### config.mk
export PLATFORM = sky130hd
export DESIGN_NAME = bhi_queue
export DESIGN_NICKNAME = d
export VERILOG_FILES = /design/src/hdl/bhi_pkg.sv /design/src/hdl/bhi_queue.sv
export SDC_FILE = /design/constraint.sdc
export NUM_CORES = 1
export LEC_CHECK = 0
export BUFFER_PORTS_ARGS = -buffer_cell sky130_fd_sc_hd__buf_2
export CORE_UTILIZATION = 28
export CTS_BUF_LIST = sky130_fd_sc_hd__clkbuf_4 sky130_fd_sc_hd__clkbuf_8
export CTS_CLUSTER_SIZE = 30
export DETAILED_ROUTE_END_ITERATION = 8
export PLACE_DENSITY = 0.58
export SLEW_MARGIN = 15
export SYNTH_ARGS = -nofsm -noshare
export SYNTH_HDL_FRONTEND = slang
export SYNTH_SLANG_ARGS = --single-unit
### constraint.sdc
create_clock -name clock -period 5.1 [get_ports clock]
set_input_delay 0.765 -clock clock [delete_from_list [all_inputs] [get_ports clock]]
set_output_delay 0.765 -clock clock [all_outputs]
set_load 0.01 [all_outputs]
### src/hdl/bhi_pkg.sv
`default_nettype none
package bhi_pkg;

   localparam int KEY_W = 64;
   localparam int VLEN_W = 16;
   localparam int STATUS_W = 3;
   localparam int SLOT_W = 13;
   localparam int OFFS_W = 20;
   localparam int SLEN_W = 17;
   localparam int MAINS_W = 11;
   localparam int OVF_W = 10;
   localparam int LIMIT_W = 21;
   localparam int CSR_IDX_W = 2;
   localparam int CSR_DATA_W = 21;

   localparam logic [MAINS_W-1:0] MAINS_RESET = 11'd1021;
   localparam logic [OVF_W-1:0] OVF_RESET = 10'd3;
   localparam logic [LIMIT_W-1:0] LIMIT_RESET = 21'd1048576;

   localparam logic [CSR_IDX_W-1:0] CSR_MAINS = 2'd0;
   localparam logic [CSR_IDX_W-1:0] CSR_OVF = 2'd1;
   localparam logic [CSR_IDX_W-1:0] CSR_LIMIT = 2'd2;

   localparam logic [STATUS_W-1:0] ST_OK = 3'd0;
   localparam logic [STATUS_W-1:0] ST_DUP = 3'd1;
   localparam logic [STATUS_W-1:0] ST_POOL = 3'd2;
   localparam logic [STATUS_W-1:0] ST_SPACE = 3'd3;
   localparam logic [STATUS_W-1:0] ST_ZERO = 3'd4;

   typedef struct packed {
      logic [KEY_W-1:0] key;
      logic [VLEN_W-1:0] value_length;
   } req_type;

   typedef struct packed {
      logic [STATUS_W-1:0] status;
      logic [SLOT_W-1:0] slot_index;
      logic [OFFS_W-1:0] value_offset;
      logic [SLEN_W-1:0] stored_length;
   } rsp_type;

   typedef struct packed {
      logic [KEY_W-1:0] key;
      logic [SLEN_W-1:0] need;
      logic zero_key;
   } job_type;

   typedef enum logic [1:0] {
      FR_IDLE,
      FR_DIV,
      FR_PUSH
   } front_state_type;

   typedef enum logic [2:0] {
      BK_IDLE,
      BK_READ,
      BK_CHECK,
      BK_SPACE,
      BK_COMMIT,
      BK_CLEAR
   } back_state_type;

endpackage
`default_nettype wire

### src/hdl/bhi_queue.sv
`default_nettype none
module bhi_queue
   import bhi_pkg::*;
   #(
      parameter int BUCKET_W = 10
   )
   (
      input wire logic clock,
      input wire logic reset,
      input wire logic push,
      input job_type push_job,
      input wire logic [BUCKET_W-1:0] push_bucket,
      output logic push_ready,
      input wire logic pop,
      output logic pop_valid,
      output job_type pop_job,
      output logic [BUCKET_W-1:0] pop_bucket
   );

   // Two-entry queue.
   job_type job_ff [2];
   logic [BUCKET_W-1:0] bkt_ff [2];
   logic [1:0] count_ff, count_in;
   logic rd_ff, rd_in, wr_ff, wr_in;

   assign push_ready = (count_ff != 2'd2);
   assign pop_valid = (count_ff != 2'd0);
   assign pop_job = job_ff[rd_ff];
   assign pop_bucket = bkt_ff[rd_ff];

   always_comb begin
      count_in = count_ff;
      rd_in = rd_ff;
      wr_in = wr_ff;
      if (push && push_ready) begin
         wr_in = ~wr_ff;
         count_in = count_in + 2'd1;
      end
      if (pop && pop_valid) begin
         rd_in = ~rd_ff;
         count_in = count_in - 2'd1;
      end
   end

   always_ff @(posedge clock) begin
      if (reset) begin
         count_ff <= '0;
         rd_ff <= 1'b0;
         wr_ff <= 1'b0;
      end else begin
         count_ff <= count_in;
         rd_ff <= rd_in;
         wr_ff <= wr_in;
      end
      if (push && push_ready) begin
         job_ff[wr_ff] <= push_job;
         bkt_ff[wr_ff] <= push_bucket;
      end
   end

endmodule
`default_nettype wire

---- Word-level counts from Yosys, hierarchy flattened ----
Memory sizes are Yosys's and may differ from the RTL's. A register that Yosys moved wholly into a read port is not among the register bits.
Index checks and enable logic that the tools add are counted.
cells by class
  $add $sub $neg .......................... 2
  equal/unequal tests ..................... 1
  multiplexer cells ....................... 8
  bitwise gates (word level) .............. 2
  reductions and logical operators ........ 3
operators with widths
  operator                                                            count
  1-bit 2-to-1 mux                                                    6
  2-bit 2-to-1 mux                                                    2
  2-bit by 1-bit adder with 2-bit output, second input constant       1
  1-bit logical AND                                                   2
  2-bit != test, second input constant                                1
  1-bit NOT                                                           2
  2-bit nonzero test                                                  1
  2-bit by 1-bit subtractor with 2-bit output, second input constant  1
storage, ports and cells
  bits in registers ....................... 4
  bits in writable memories ............... 184
  input port bits ......................... 96
  output and inout port bits .............. 94
  word-level logic and storage cells ...... 21
  memories kept ........................... 2
memories
  memory  words  bits a word  rd ports  clocked after Yosys merged registers in  wr ports  RTL line         text
  job_ff  2      82           1         1                                        1         bhi_queue.sv:21  job_type job_ff [2];
  bkt_ff  2      10           1         1                                        1         bhi_queue.sv:22  logic [BUCKET_W-1:0] bkt_ff [2];

---- Logic depth before layout (Yosys ltp) ----
  depth in word-level cells ............... 5
  depth in mapped cells ................... 7
  depth with buffers taken out ............ 6

---- Worst setup path after synthesis ----
OpenSTA, ideal clock, no wires.
  kind .................................... in2reg
  start point ............................. input push
  end point ............................... memory bkt_ff[0][0] (enable)
  setup time .............................. 0.545 ns
  data arrival time ....................... 4.744 ns
  data required time ...................... 4.555 ns
  slack ................................... -0.189 ns
  stages .................................. 2
  path buffers ............................ 0
  cell sequence ........................... nand2b_1 > nor2_1
between the ends
  cells in the longest elaborated chain, start to end .. 3
ends and longest elaborated chain
  element                                 RTL line         text
  start: declaration                      bhi_queue.sv:10  input wire logic push,
  1-bit logical AND                       bhi_queue.sv:55  if (push && push_ready) begin
  1-bit 2-to-1 mux                        bhi_queue.sv:55
  1-bit 2-to-1 mux (not written as such)  bhi_queue.sv:57  bkt_ff[wr_ff] <= push_bucket;
  end: declaration                        bhi_queue.sv:22
Every way passes these cells.

==> flow_summary_export.csv <==
group,metric,value,unit
finish,fillers,2332,
setup_path,crit_buf_inv,2,
yosys,syn_nets,419,
yosys,syn_inst,321,
placed_design,dpl.hpwl,8807,µm
timing,drv_slew,0,
timing,setup_viol,0,
finish,drive_above_1_share,42.70,%
timing,finalCriticalPeriod,3219,ps
detailed_routing,viasPerCell,4.160,
setup_path,slowest_delay,1000,ps
clock_network,clock_latency,450,ps
finish,nets,621,
run_status,status,"finished, final reports clean",
timing,tns,0,ps
floorplanning,die_x,159.1,µm
setup_path,crit_chain,"buf_4 -> mux2_1 -> buf_2",
clock_network,cts_buffer_depth,2,
clock_network,htree_levels,4,
floorplanning,initial_core_util,28.49,%
clock_network,numCtsBuffers,17,
setup_path,cpMaxStageDelayCell,"dfxtp_4",
yosys,synth_seq_cells,189,
pwr,swShare,29.63,%
detailed_routing,drtIter0Drc,138,
setup_path,required,4340,ps
setup_path,worst_ep_arrival_time,2450,ps
pwr,power.internal,2.814,mW
detailed_routing,routed_wl,13410,µm
timing,max_freq,310.7,MHz
clock_network,cts_hold_buf,0,
pwr,ir_drop,0.2043,mV
placed_design,gp_routability_congestion,0.7249,
global_routing,antenna_found_initial,3,
clock_network,cts_resized,0,
floorplanning,io_pins,190,
pwr,leakagePower,3.136,nW
pwr,combinationalPowerShare,24.7,%
clock_network,cts.clk_slew.worst_paths,90,ps
placed_design,dp_slack,2250,ps
timing,layout_setup_ws,1881,ps
detailed_routing,drc,0,
setup_path,cp-start-kind,"register",
finish,area_growth,24.30,%
floorplanning,fp-row-count,57,
floorplanning,dieArea,25310,µm²
global_routing,grt_max_degree,69,
timing,finalHoldViolations,0,
timing,rsz0062_at_grt,"no",
setup_path,end_kind,"output pin",
pwr,seq_power_share,53.0,%
placed_design,placed_area,8235,µm²
yosys,postSynthAreaPerCell,21.52,µm²
setup_path,critPathMaxFanout,68,
detailed_routing,drt_first_pass_iters,4,
detailed_routing,ant_nets,0,
yosys,yosysWarnings,0,
global_routing,grt-ovfl-total,0,
placed_design,io_buffers,189,
yosys,netlist_area,6909,µm²
detailed_routing,post_drt_wl_per_cell,15.57,µm
timing,slew_headroom,34.84,%
clock_network,cts_root_buffer,"clkbuf_8",
finish,final_area,8588,µm²
yosys,yosys.cell_types.count,20,
clock_network,clkSinkCount,189,
timing,period_share,63.11,%
setup_path,cpLargestDelayFamily,"flip-flops",
clock_network,cts_tree,"yes",
run,max_cap_viol_count,0,
timing,tightest_slew,977.3,ps
global_routing,track_usage,11.08,%
floorplanning,die_h,159.1,µm
pwr,p_sw,1.185,mW
clock_network,cts_setup_buffers,0,
global_routing,grt_pass1_wl,21090,µm
min_path,worstHoldPathType,"in -> reg",
floorplanning,core_area,24250,µm²
global_routing,grt_pass1_vias,3931,
detailed_routing,vias,3582,
yosys,ys_seq_area_share,81.42,%
pwr,clkPwrFrac,22.4,%
setup_path,critPathKind,"reg -> out",
pwr,powerDensity,465.7,nW/µm²
timing,finClkSkew,10.39,ps
-- area by class of cell --
cell class | instances | area (µm²) | share of cell area (%)
antenna | 3 | 7.507 | 0.08741
timing repair buffer | 194 | 983.4 | 11.45
sequential | 189 | 5629 | 65.54
tap | 324 | 405.4 | 4.720
clock inverter | 11 | 96.34 | 1.122
inverter | 5 | 18.77 | 0.2185
multi-input combinational | 116 | 1199 | 13.96
clock buffer | 19 | 249.0 | 2.899
-- sequential cells by signal (all words and copies together), names as in the netlist, named ones only --
register	count
bkt_ff	20
count_ff	2
job_ff	164
rd_ff	1
wr_ff	1
-- metal layers --
layer	wire, µm	up-vias	track usage, %
met5	0	-	0
met4	173	0	4.371
met3	1054	9	4.741
met2	6798	142	19.36
met1	5381	1776	11.77
li1	-	1655	-
-- kinds of logic after synthesis --
family | after synthesis | synth area share, %
DFF | 189 | 81.42
muxes | 92 | 14.99
buffers and inverters | 16 | 1.449
and+or+nand+nor | 16 | 1.123
AOI/OAI and AO/OA | 3 | 0.2715
xor gates and xnor gates | 3 | 0.3804
adders and majority gates | 2 | 0.3621
-- through the flow --
step	utilization (%)	cells	power [mW]	hold slack [ps]
6_report	35.42	861	4.000	503.4
5_1_grt	35.39	858	4.243	447.4
4_1_cts	35.39	858	4.087	448.0
3_5_place_dp	33.96	828	3.175	502.6
3_3_place_gp	33.96	828	3.139	474.3
2_1_floorplan	-	321	2.747	456.6
-- worst paths after layout --
check / slack (ps) / start / to / cells past startpoint
max reg2reg: 2400 / count_ff[0] / job_ff[0][65] / 6
max: 1880 / register / pop_job[70] / 3
min reg2reg: 530 / count_ff[0] / count_ff[1] / 2
min: 500 / push_job[47] / job_ff[0][47] / 1
-- worst reg2reg max path, cell delays in order, from the launching register on --
cell and delay, ps:
dfxtp_1 370, inv_1 100, ha_1 240, nand2b_1 270, nor2_4 120, buf_4 500, buf_4 690
-- cell usage after synthesis --
| cell | instances | share of area [%] |
|---|---|---|
| o2111ai_1 | 1 | 0.13 |
| nand2b_1 | 1 | 0.091 |
| nand2_1 | 1 | 0.054 |
| nor2b_1 | 1 | 0.091 |
| inv_1 | 5 | 0.27 |
| buf_6 | 1 | 0.16 |
| ha_1 | 2 | 0.36 |
| buf_2 | 2 | 0.14 |
| dfxtp_1 | 5 | 1.4 |
| or3_1 | 1 | 0.091 |
| buf_4 | 8 | 0.87 |
| nor2b_2 | 1 | 0.13 |
| o21ai_0 | 1 | 0.072 |
| nand3_1 | 1 | 0.072 |
| edfxtp_1 | 184 | 80 |
| nor3b_1 | 1 | 0.11 |
| mux2_1 | 92 | 15 |
| xnor2_1 | 3 | 0.38 |
| nor2_1 | 9 | 0.49 |
| a21oi_1 | 1 | 0.072 |
-- power groups by stage --
stage,clock network (mW),logic (mW),registers (mW)
2_1_floorplan,0,0.679,2.07
3_3_place_gp,0,0.985,2.15
3_5_place_dp,0,1.01,2.17
4_1_cts,0.940,1.02,2.13
5_1_grt,1.01,1.08,2.15
6_report,0.894,0.987,2.12
-- cell usage in the layout (no fill, tap or decap), drive strengths merged, types with 2 or more instances in the layout --
| cell type | count |
|---|---|
| clkbuf | 19 |
| xnor2 | 3 |
| ha | 2 |
| diode | 3 |
| mux2 | 92 |
| buf | 194 |
| edfxtp | 184 |
| dfxtp | 5 |
| clkinv | 6 |
| nor2b | 2 |
| nor2 | 9 |
| clkinvlp | 2 |
| inv | 7 |
(Power assumes the default switching activity.)
