**src/hdl/bhi_pkg.sv**
```systemverilog
`default_nettype none
package bhi_pkg;

   localparam int KEY_W = 64;
   localparam int VLEN_W = 16;
   localparam int STATUS_W = 3;
   localparam int SLOT_W = 13;
   localparam int OFFS_W = 20;
   localparam int SLEN_W = 17;
   localparam int MAINS_W = 11;
   localparam int OVF_W = 10;
   localparam int LIMIT_W = 21;
   localparam int CSR_IDX_W = 2;
   localparam int CSR_DATA_W = 21;

   localparam logic [MAINS_W-1:0] MAINS_RESET = 11'd1021;
   localparam logic [OVF_W-1:0] OVF_RESET = 10'd3;
   localparam logic [LIMIT_W-1:0] LIMIT_RESET = 21'd1048576;

   localparam logic [CSR_IDX_W-1:0] CSR_MAINS = 2'd0;
   localparam logic [CSR_IDX_W-1:0] CSR_OVF = 2'd1;
   localparam logic [CSR_IDX_W-1:0] CSR_LIMIT = 2'd2;

   localparam logic [STATUS_W-1:0] ST_OK = 3'd0;
   localparam logic [STATUS_W-1:0] ST_DUP = 3'd1;
   localparam logic [STATUS_W-1:0] ST_POOL = 3'd2;
   localparam logic [STATUS_W-1:0] ST_SPACE = 3'd3;
   localparam logic [STATUS_W-1:0] ST_ZERO = 3'd4;

   typedef struct packed {
      logic [KEY_W-1:0] key;
      logic [VLEN_W-1:0] value_length;
   } req_type;

   typedef struct packed {
      logic [STATUS_W-1:0] status;
      logic [SLOT_W-1:0] slot_index;
      logic [OFFS_W-1:0] value_offset;
      logic [SLEN_W-1:0] stored_length;
   } rsp_type;

   typedef struct packed {
      logic [KEY_W-1:0] key;
      logic [SLEN_W-1:0] need;
      logic zero_key;
   } job_type;

   typedef enum logic [1:0] {
      FR_IDLE,
      FR_DIV,
      FR_PUSH
   } front_state_type;

   typedef enum logic [2:0] {
      BK_IDLE,
      BK_READ,
      BK_CHECK,
      BK_SPACE,
      BK_COMMIT,
      BK_CLEAR
   } back_state_type;

endpackage
`default_nettype wire

```
**src/hdl/bhi_front.sv**
```systemverilog
`default_nettype none
module bhi_front
   import bhi_pkg::*;
   #(
      parameter int TOTAL_BUCKETS = 1024,
      parameter int BUCKET_W = 10
   )
   (
      input wire logic clock,
      input wire logic reset,
      input wire logic start,
      input req_type req_item,
      input wire logic [MAINS_W-1:0] mains,
      output logic idle,
      output logic push,
      output job_type push_job,
      output logic [BUCKET_W-1:0] push_bucket,
      input wire logic push_ready
   );

   // Restoring division of the key by the bucket count, one quotient bit a cycle.
   front_state_type state_ff, state_in;
   logic [KEY_W-1:0] key_ff, key_in;
   logic [SLEN_W-1:0] need_ff, need_in;
   logic zero_ff, zero_in;
   logic [MAINS_W:0] rem_ff, rem_in;
   logic [6:0] cnt_ff, cnt_in;
   logic [KEY_W-1:0] shift_ff, shift_in;
   logic [MAINS_W:0] trial;
   logic [MAINS_W-1:0] divisor;

   always_ff @(posedge clock) begin
      if (reset) begin
         state_ff <= FR_IDLE;
      end else begin
         state_ff <= state_in;
      end
      key_ff <= key_in;
      need_ff <= need_in;
      zero_ff <= zero_in;
      rem_ff <= rem_in;
      cnt_ff <= cnt_in;
      shift_ff <= shift_in;
   end

   always_comb begin
      divisor = mains;
      if (mains == '0) begin
         divisor = MAINS_W'(1);
      end else if (int'(mains) > TOTAL_BUCKETS) begin
         divisor = MAINS_W'(TOTAL_BUCKETS);
      end
      state_in = state_ff;
      key_in = key_ff;
      need_in = need_ff;
      zero_in = zero_ff;
      rem_in = rem_ff;
      cnt_in = cnt_ff;
      shift_in = shift_ff;
      trial = {rem_ff[MAINS_W-1:0], shift_ff[KEY_W-1]};
      idle = 1'b0;
      push = 1'b0;
      case (state_ff)
         FR_IDLE: begin
            idle = 1'b1;
            if (start) begin
               key_in = req_item.key;
               shift_in = req_item.key;
               need_in = {1'b0, req_item.value_length} + 17'd1;
               zero_in = (req_item.key == '0);
               rem_in = '0;
               cnt_in = 7'd0;
               state_in = (req_item.key == '0) ? FR_PUSH : FR_DIV;
            end
         end
         FR_DIV: begin
            if (trial >= {1'b0, divisor}) begin
               rem_in = trial - {1'b0, divisor};
            end else begin
               rem_in = trial;
            end
            shift_in = {shift_ff[KEY_W-2:0], 1'b0};
            cnt_in = cnt_ff + 7'd1;
            if (cnt_ff == 7'd63) begin
               state_in = FR_PUSH;
            end
         end
         FR_PUSH: begin
            push = 1'b1;
            if (push_ready) begin
               state_in = FR_IDLE;
            end
         end
         default: state_in = FR_IDLE;
      endcase
   end

   assign push_job = '{key: key_ff, need: need_ff, zero_key: zero_ff};
   assign push_bucket = zero_ff ? '0 : BUCKET_W'(rem_ff);

endmodule
`default_nettype wire

```
**config.mk**
```make
export PLATFORM = sky130hd
export DESIGN_NAME = bhi_front
export DESIGN_NICKNAME = d
export VERILOG_FILES = /design/src/hdl/bhi_pkg.sv /design/src/hdl/bhi_front.sv
export SDC_FILE = /design/constraint.sdc
export NUM_CORES = 1
export LEC_CHECK = 0
export ABC_AREA = 1
export BUFFER_PORTS_ARGS = -buffer_cell sky130_fd_sc_hd__buf_4
export CORE_AREA = 2 2 118 120
export CTS_BUF_LIST = sky130_fd_sc_hd__clkbuf_16
export DETAILED_ROUTE_END_ITERATION = 10
export DIE_AREA = 0 0 120 122
export HOLD_SLACK_MARGIN = 0.1
export PLACE_DENSITY_LB_ADDON = 0.2
export SETUP_SLACK_MARGIN = 0.1
export SKIP_LAST_GASP = 1
export SLEW_MARGIN = 40
export SYNTH_ARGS = -nofsm -noshare
export SYNTH_HDL_FRONTEND = slang
export SYNTH_SLANG_ARGS = --single-unit
```
**constraint.sdc**
```tcl
create_clock -name clock -period 21.8 [get_ports clock]
set_input_delay 4.36 -clock clock [delete_from_list [all_inputs] [get_ports clock]]
set_output_delay 4.36 -clock clock [all_outputs]
set_load 0.02 [all_outputs]
```
* After elaboration in Yosys (flattened, before gate mapping) *
Cells that the tools add are included.

storage, ports and cells
  bits in latches = 0
  output and inout port bits = 94
  register bits after elaboration = 166
  ROM bits = 0
  memory bits (writable) = 0
  word-level logic and storage cells = 42
  memories = 0

operators by class
  eq/ne operators = 6
  add/sub/neg operators = 3
  multipliers = 0
  bitwise logic cells = 0
  reduce and logical (&&, ||, !) cells = 7
  order comparisons = 2
  shifts and indexed selects = 0
  muxes and demuxes = 17
  div/mod/pow operators = 0

operators by type and width
  kind                   count
  $pmux 64 s2            1
  $logic_not 64->1       1
  $mux 64                1
  $mux 11                4
  $pmux 11 s2            1
  $add 16x1->17 const B  1
  $pmux 7 s2             1
  $ge 12x11->1           1
  $gt 11x11->1 const B   1
  $logic_not 11->1       1
  $sub 11x11->11         1
  $mux 10                1
  $mux 2                 4
  $add 7x1->7 const B    1
  $eq 7x6->1 const B     1
  $mux 7                 1
  $ne 2x2->1 const B     3
  $pmux 2 s3             1
  $reduce_and 2->1       2
  $reduce_and 3->1       1
  $eq 2x1->1 const B     1
  $eq 2x2->1 const B     1
  $logic_not 2->1        1
  $mux 1                 2
  $reduce_bool 2->1      1

* Logic depth before layout (Yosys ltp) *
  word-level depth = 6
  gate-level depth with buffers = 19

* Worst setup path after synthesis *
OpenSTA, ideal clock, no wires.

  kind = input port to flip-flop
  from = input start
  to = register cnt_ff[0], enable pin
  arrival time = 12.472 ns
  buffers on the path = 0
  cell stages on the path = 3
  path slack = 8.894 ns
  required time = 21.366 ns
  cell sequence = nor3b_1 > nor2_1 > inv_1

on the way
  word-level cells in the longest chain between the ends = 2

ends and longest elaborated chain
  element                     RTL line         RTL
  start: declaration          bhi_front.sv:11  input wire logic start,
  $ne 2x2->1 (no line)        n/a
  $reduce_and 2->1 (no line)  n/a
  end signal: assignment      bhi_front.sv:42  cnt_ff <= cnt_in;
  end: declaration            bhi_front.sv:27  logic [6:0] cnt_ff, cnt_in;

Every way passes these cells.
A chain may end at the register's enable or synchronous reset.

* Worst setup path in the final report *
  from = input mains[6]
  to = register rem_ff[10] (data pin)

on the way
  word-level cells in the longest chain between the ends = 6
  elaborated cells on any way between the ends = 8

ends and longest elaborated chain
  element                                                RTL line                          RTL
  start: declaration                                     bhi_front.sv:13                   input wire logic [MAINS_W-1:0] mains,
  $gt 11x11->1                                           bhi_front.sv:50                   end else if (int'(mains) > TOTAL_BUCKETS) begin
  $mux 11                                                bhi_front.sv:50
  $mux 11 (*)                                            bhi_front.sv:48                   if (mains == '0) begin
  $sub 11x11->11 / $ge 12x11->1 (equally long branches)  bhi_front.sv:78, bhi_front.sv:77
  $mux 11 (*)                                            bhi_front.sv:77                   if (trial >= {1'b0, divisor}) begin
  $pmux 11 s2 (*)                                        bhi_front.sv:63                   case (state_ff)
  end signal: assignment                                 bhi_front.sv:41                   rem_ff <= rem_in;
  end: declaration                                       bhi_front.sv:26                   logic [MAINS_W:0] rem_ff, rem_in;

Every way passes the cells marked *; elsewhere a longest branch is shown, timed or not.

==> tab_implementation.tex <==
\begin{tabular}{lr}
\hline
Metric & Value \\
\hline
\multicolumn{2}{l}{\textbf{Outcome}} \\
\quad Run status & complete, no violations \\
\multicolumn{2}{l}{\textbf{Logic synthesis}} \\
\quad Sequential share of the synthesized area & 0.666 \\
\quad Share of the synthesized area in the top cell type & 0.660 \\
\quad Cell with the most instances after synthesis & sky130\_fd\_sc\_hd\_\_nand2\_1 \\
\quad Number of nets in the synthesized netlist & 837 \\
\quad Most instantiated flip-flop cell in the synthesis netlist & sky130\_fd\_sc\_hd\_\_edfxtp\_1 \\
\quad Number of distinct library cell variants in the gate-level netlist after synthesis & 34 \\
\quad Proportion of register bits with asynchronous set or reset after synthesis & 0 \\
\quad Count of flip-flops with a built-in enable after synthesis & 164 \\
\quad Average size of a mapped cell & 10.2 µm² \\
\quad Combined area of all synthesized cells & 7460 µm² \\
\quad Mapped Cells & 728 \\
\quad Cell taking the most area after synthesis & sky130\_fd\_sc\_hd\_\_edfxtp\_1 \\
\quad Top cells by instance count after synthesis & sky130\_fd\_sc\_hd\_\_nand2\_1 (282), sky130\_fd\_sc\_hd\_\_edfxtp\_1 (164), sky130\_fd\_sc\_hd\_\_nor2\_1 (105) \\
\quad Area contributors post-synth & sky130\_fd\_sc\_hd\_\_edfxtp\_1 (66\%), sky130\_fd\_sc\_hd\_\_nand2\_1 (14\%), sky130\_fd\_sc\_hd\_\_nor2\_1 (5.3\%), sky130\_fd\_sc\_hd\_\_inv\_1 (2.9\%), sky130\_fd\_sc\_hd\_\_ha\_1 (2.2\%) \\
\quad Synth warn & 0 \\
\quad Total of flip-flops plus latches after synthesis & 166 \\
\multicolumn{2}{l}{\textbf{Cells and area}} \\
\quad Final antenna diode count & 0 \\
\quad Layout Area Growth over Synthesis & 29.1\% \\
\quad Fillcell total & 1040 \\
\quad Total number of nets in the final design & 1029 \\
\quad Non-Filler Instances & 1113 \\
\quad Layout cells sized above 1 & 0.252 \\
\quad Final Cell Area & 9630 µm² \\
\multicolumn{2}{l}{\textbf{Floorplan}} \\
\quad Core box area & 13500 µm² \\
\quad Floorplan die area & 14600 µm² \\
\quad Ports & 189 \\
\quad Chip Width & 120 µm \\
\quad Number of placement rows & 43 \\
\quad Initial core utilization & 0.552 \\
\quad DIE HEIGHT & 122 µm \\
\multicolumn{2}{l}{\textbf{Drt}} \\
\quad Detailed-route DRC error count & 0 \\
\quad Antenna-violating nets left & 0 \\
\quad Avg WL per Cell & 14.9 µm \\
\quad Vias/cell & 5.02 \\
\quad DRT Pass-1 Iters & 6 \\
\quad Violation count after the first detailed-routing iteration & 480 \\
\quad Aggregate routed wire length & 16600 µm \\
\quad Vias post-DR & 5584 \\
\multicolumn{2}{l}{\textbf{Clock network}} \\
\quad TritonCTS clock tree & done \\
\quad Count of H-tree levels built during CTS & 4 \\
\quad Clock tree root driver cell & sky130\_fd\_sc\_hd\_\_clkbuf\_16 \\
\quad Max clock buf depth & 2 \\
\quad Number of buffers inserted by post-CTS setup repair & 0 \\
\quad Clock sink total & 166 \\
\quad Hold buffers post-CTS & 0 \\
\quad Clk pin slew, worst setup/hold paths & 0.06 ns \\
\quad Clock insertion delay at the later pin of the skew report & 0.42 ns \\
\quad Num CTS Buffers & 17 \\
\quad Post-CTS Resized & 0 \\
\multicolumn{2}{l}{\textbf{STA}} \\
\quad Count of final hold-check violations & 0 \\
\quad Final worst setup slack & 15.30 ns \\
\quad Worst hold-check slack & 0.521 ns \\
\quad Max-slew violation count & 0 \\
\quad Fmax & 154 MHz \\
\quad Setup repair after global routing missed its margin & no \\
\quad Worst slew pin tran & 0.801 ns \\
\quad Setup-violating endpoint count in the final report & 0 \\
\quad Clock period minus worst slack & 6.50 ns \\
\quad Worst-case clock skew & 0.00586 ns \\
\quad Ratio of final minimum period to clock period & 0.298 \\
\quad Normalized max-slew margin & 0.466 \\
\quad Setup Total Neg Slack & 0 ns \\
\multicolumn{2}{l}{\textbf{Pwr}} \\
\quad Combinational share of power & 0.199 \\
\quad Portion of total power attributed to the clock network & 0.331 \\
\quad Seq pwr share & 0.470 \\
\quad Peak ir drop on the vdd network & 0.0657 mV \\
\quad Total power density per cell area & 92.0 nW/µm² \\
\quad Switching power of the nets & 0.252 mW \\
\quad Switching part of the total & 0.284 \\
\quad Cell-internal power & 0.635 mW \\
\quad Leakage component of the power & 4.34 nW \\
\multicolumn{2}{l}{\textbf{GRT}} \\
\quad Number of global-route vias before repair & 5425 \\
\quad Initial antenna violation count & 0 \\
\quad Gr usage total & 0.235 \\
\quad Wire length of the first global-routing pass & 26500 µm \\
\quad Largest net degree at the start of global routing & 85 \\
\quad Congestion Overflow GR & 0 \\
\multicolumn{2}{l}{\textbf{Place}} \\
\quad Detail Placement HPWL & 11400 µm \\
\quad Input/output buffers & 188 \\
\quad Gpl congestion & 0.834 \\
\quad Cell area after placement & 9050 µm² \\
\quad Cell total after placement & 1081 \\
\quad Worst slack at placement & 14.88 ns \\
\multicolumn{2}{l}{\textbf{Job}} \\
\quad Max-cap violation count & 0 \\
\multicolumn{2}{l}{\textbf{Min path}} \\
\quad Hold WC Path Type & reg -> reg \\
\multicolumn{2}{l}{\textbf{Worst setup path}} \\
\quad Worst Path Required & 21.97 ns \\
\quad Endpoint kind of the worst setup timing path & flip-flop \\
\quad Startpoint kind of the worst setup timing path & input pin \\
\quad Type of the worst setup path & in -> reg \\
\quad Worst-path maximum fanout & 15 \\
\quad Crit path arrival time & 6.68 ns \\
\hline
\end{tabular}
==> sequential cells by signal, summed over array words and instances, names as in the netlist <==
name	cells
rem_ff	11
need_ff	17
zero_ff	1
shift_ff	64
state_ff	2
key_ff	64
cnt_ff	7
==> cells in the final DEF, fill, tap and decap left out, drive strengths merged <==
master	n
nand3b	1
nor3b	1
or2	3
dfxtp	2
clkinv	6
nand4	8
a21oi	11
nand2	286
ha	13
xnor2	8
edfxtp	164
nor3	2
clkinvlp	4
nand3	18
nor4	1
o31ai	1
o21ai	12
xor2	11
buf	191
nor2	106
inv	63
fa	1
clkbuf	17
o21a	1
bufinv	2
==> worst paths after layout <==
path           startpoint      endpoint  slack [ns]  cells past startpoint
min reg2reg  shift_ff[19]  shift_ff[20]        0.52                      2
min          shift_ff[19]  shift_ff[20]        0.52                      2
max reg2reg   state_ff[0]  shift_ff[23]       19.37                      5
max              mains[6]    rem_ff[10]       15.30                     17
==> worst max-delay path: stages <==
cell and delay, ns:
sky130_fd_sc_hd__buf_4 0.11, sky130_fd_sc_hd__nor2_1 0.17, sky130_fd_sc_hd__nand4_1 0.10, sky130_fd_sc_hd__nor3_1 0.20
sky130_fd_sc_hd__nor2_1 0.09, sky130_fd_sc_hd__nor2_1 0.22, sky130_fd_sc_hd__ha_1 0.28, sky130_fd_sc_hd__fa_1 0.24
sky130_fd_sc_hd__inv_1 0.06, sky130_fd_sc_hd__nand2_1 0.05, sky130_fd_sc_hd__nand2_1 0.11, sky130_fd_sc_hd__nand2_4 0.09
sky130_fd_sc_hd__nand2_2 0.05, sky130_fd_sc_hd__nand2_2 0.08, sky130_fd_sc_hd__nand3_4 0.18, sky130_fd_sc_hd__o21ai_0 0.21
sky130_fd_sc_hd__nor2_1 0.06
==> per-stage QoR <==
stage | power (mW) | util
2_1_floorplan | 0.535 | -
3_3_place_gp | 0.594 | 0.669
3_5_place_dp | 0.599 | 0.670
4_1_cts | 0.892 | 0.713
5_1_grt | 0.927 | 0.713
6_report | 0.886 | 0.713
==> final cells by class <==
| class | count | area (µm²) | area share |
|---|---|---|---|
| timing repair buffer | 191 | 1450 | 0.150 |
| sequential | 166 | 4960 | 0.515 |
| inverter | 60 | 229 | 0.0238 |
| clock inverter | 15 | 156 | 0.0162 |
| tap | 180 | 225 | 0.0234 |
| multi-input combinational | 484 | 2190 | 0.227 |
| clock buffer | 17 | 425 | 0.0442 |
==> layer usage <==
metal  vias up  global-route usage  part of all wire
li1       2763                   -                 -
met1      2637               0.307              0.43
met2       167               0.385              0.49
met3        17              0.0595             0.065
met4         0              0.0801             0.014
met5         -                   0                 0
==> power groups by stage <==
stage / clock network, mW / registers, mW / logic (mW)
floorplan: 0 / 0.437 / 0.0985
global placement: 0 / 0.422 / 0.172
detailed placement: 0 / 0.423 / 0.176
CTS: 0.299 / 0.417 / 0.177
global route: 0.310 / 0.420 / 0.197
finish: 0.294 / 0.416 / 0.176
==> logic make-up after synthesis <==
logic type      synth area share
compound gates            0.0179
xor+xnor                  0.0223
fa+ha+maj                 0.0245
buf+inv                   0.0419
flops                      0.666
simple gates               0.228
Note: power is estimated with default switching activity, not from simulation.
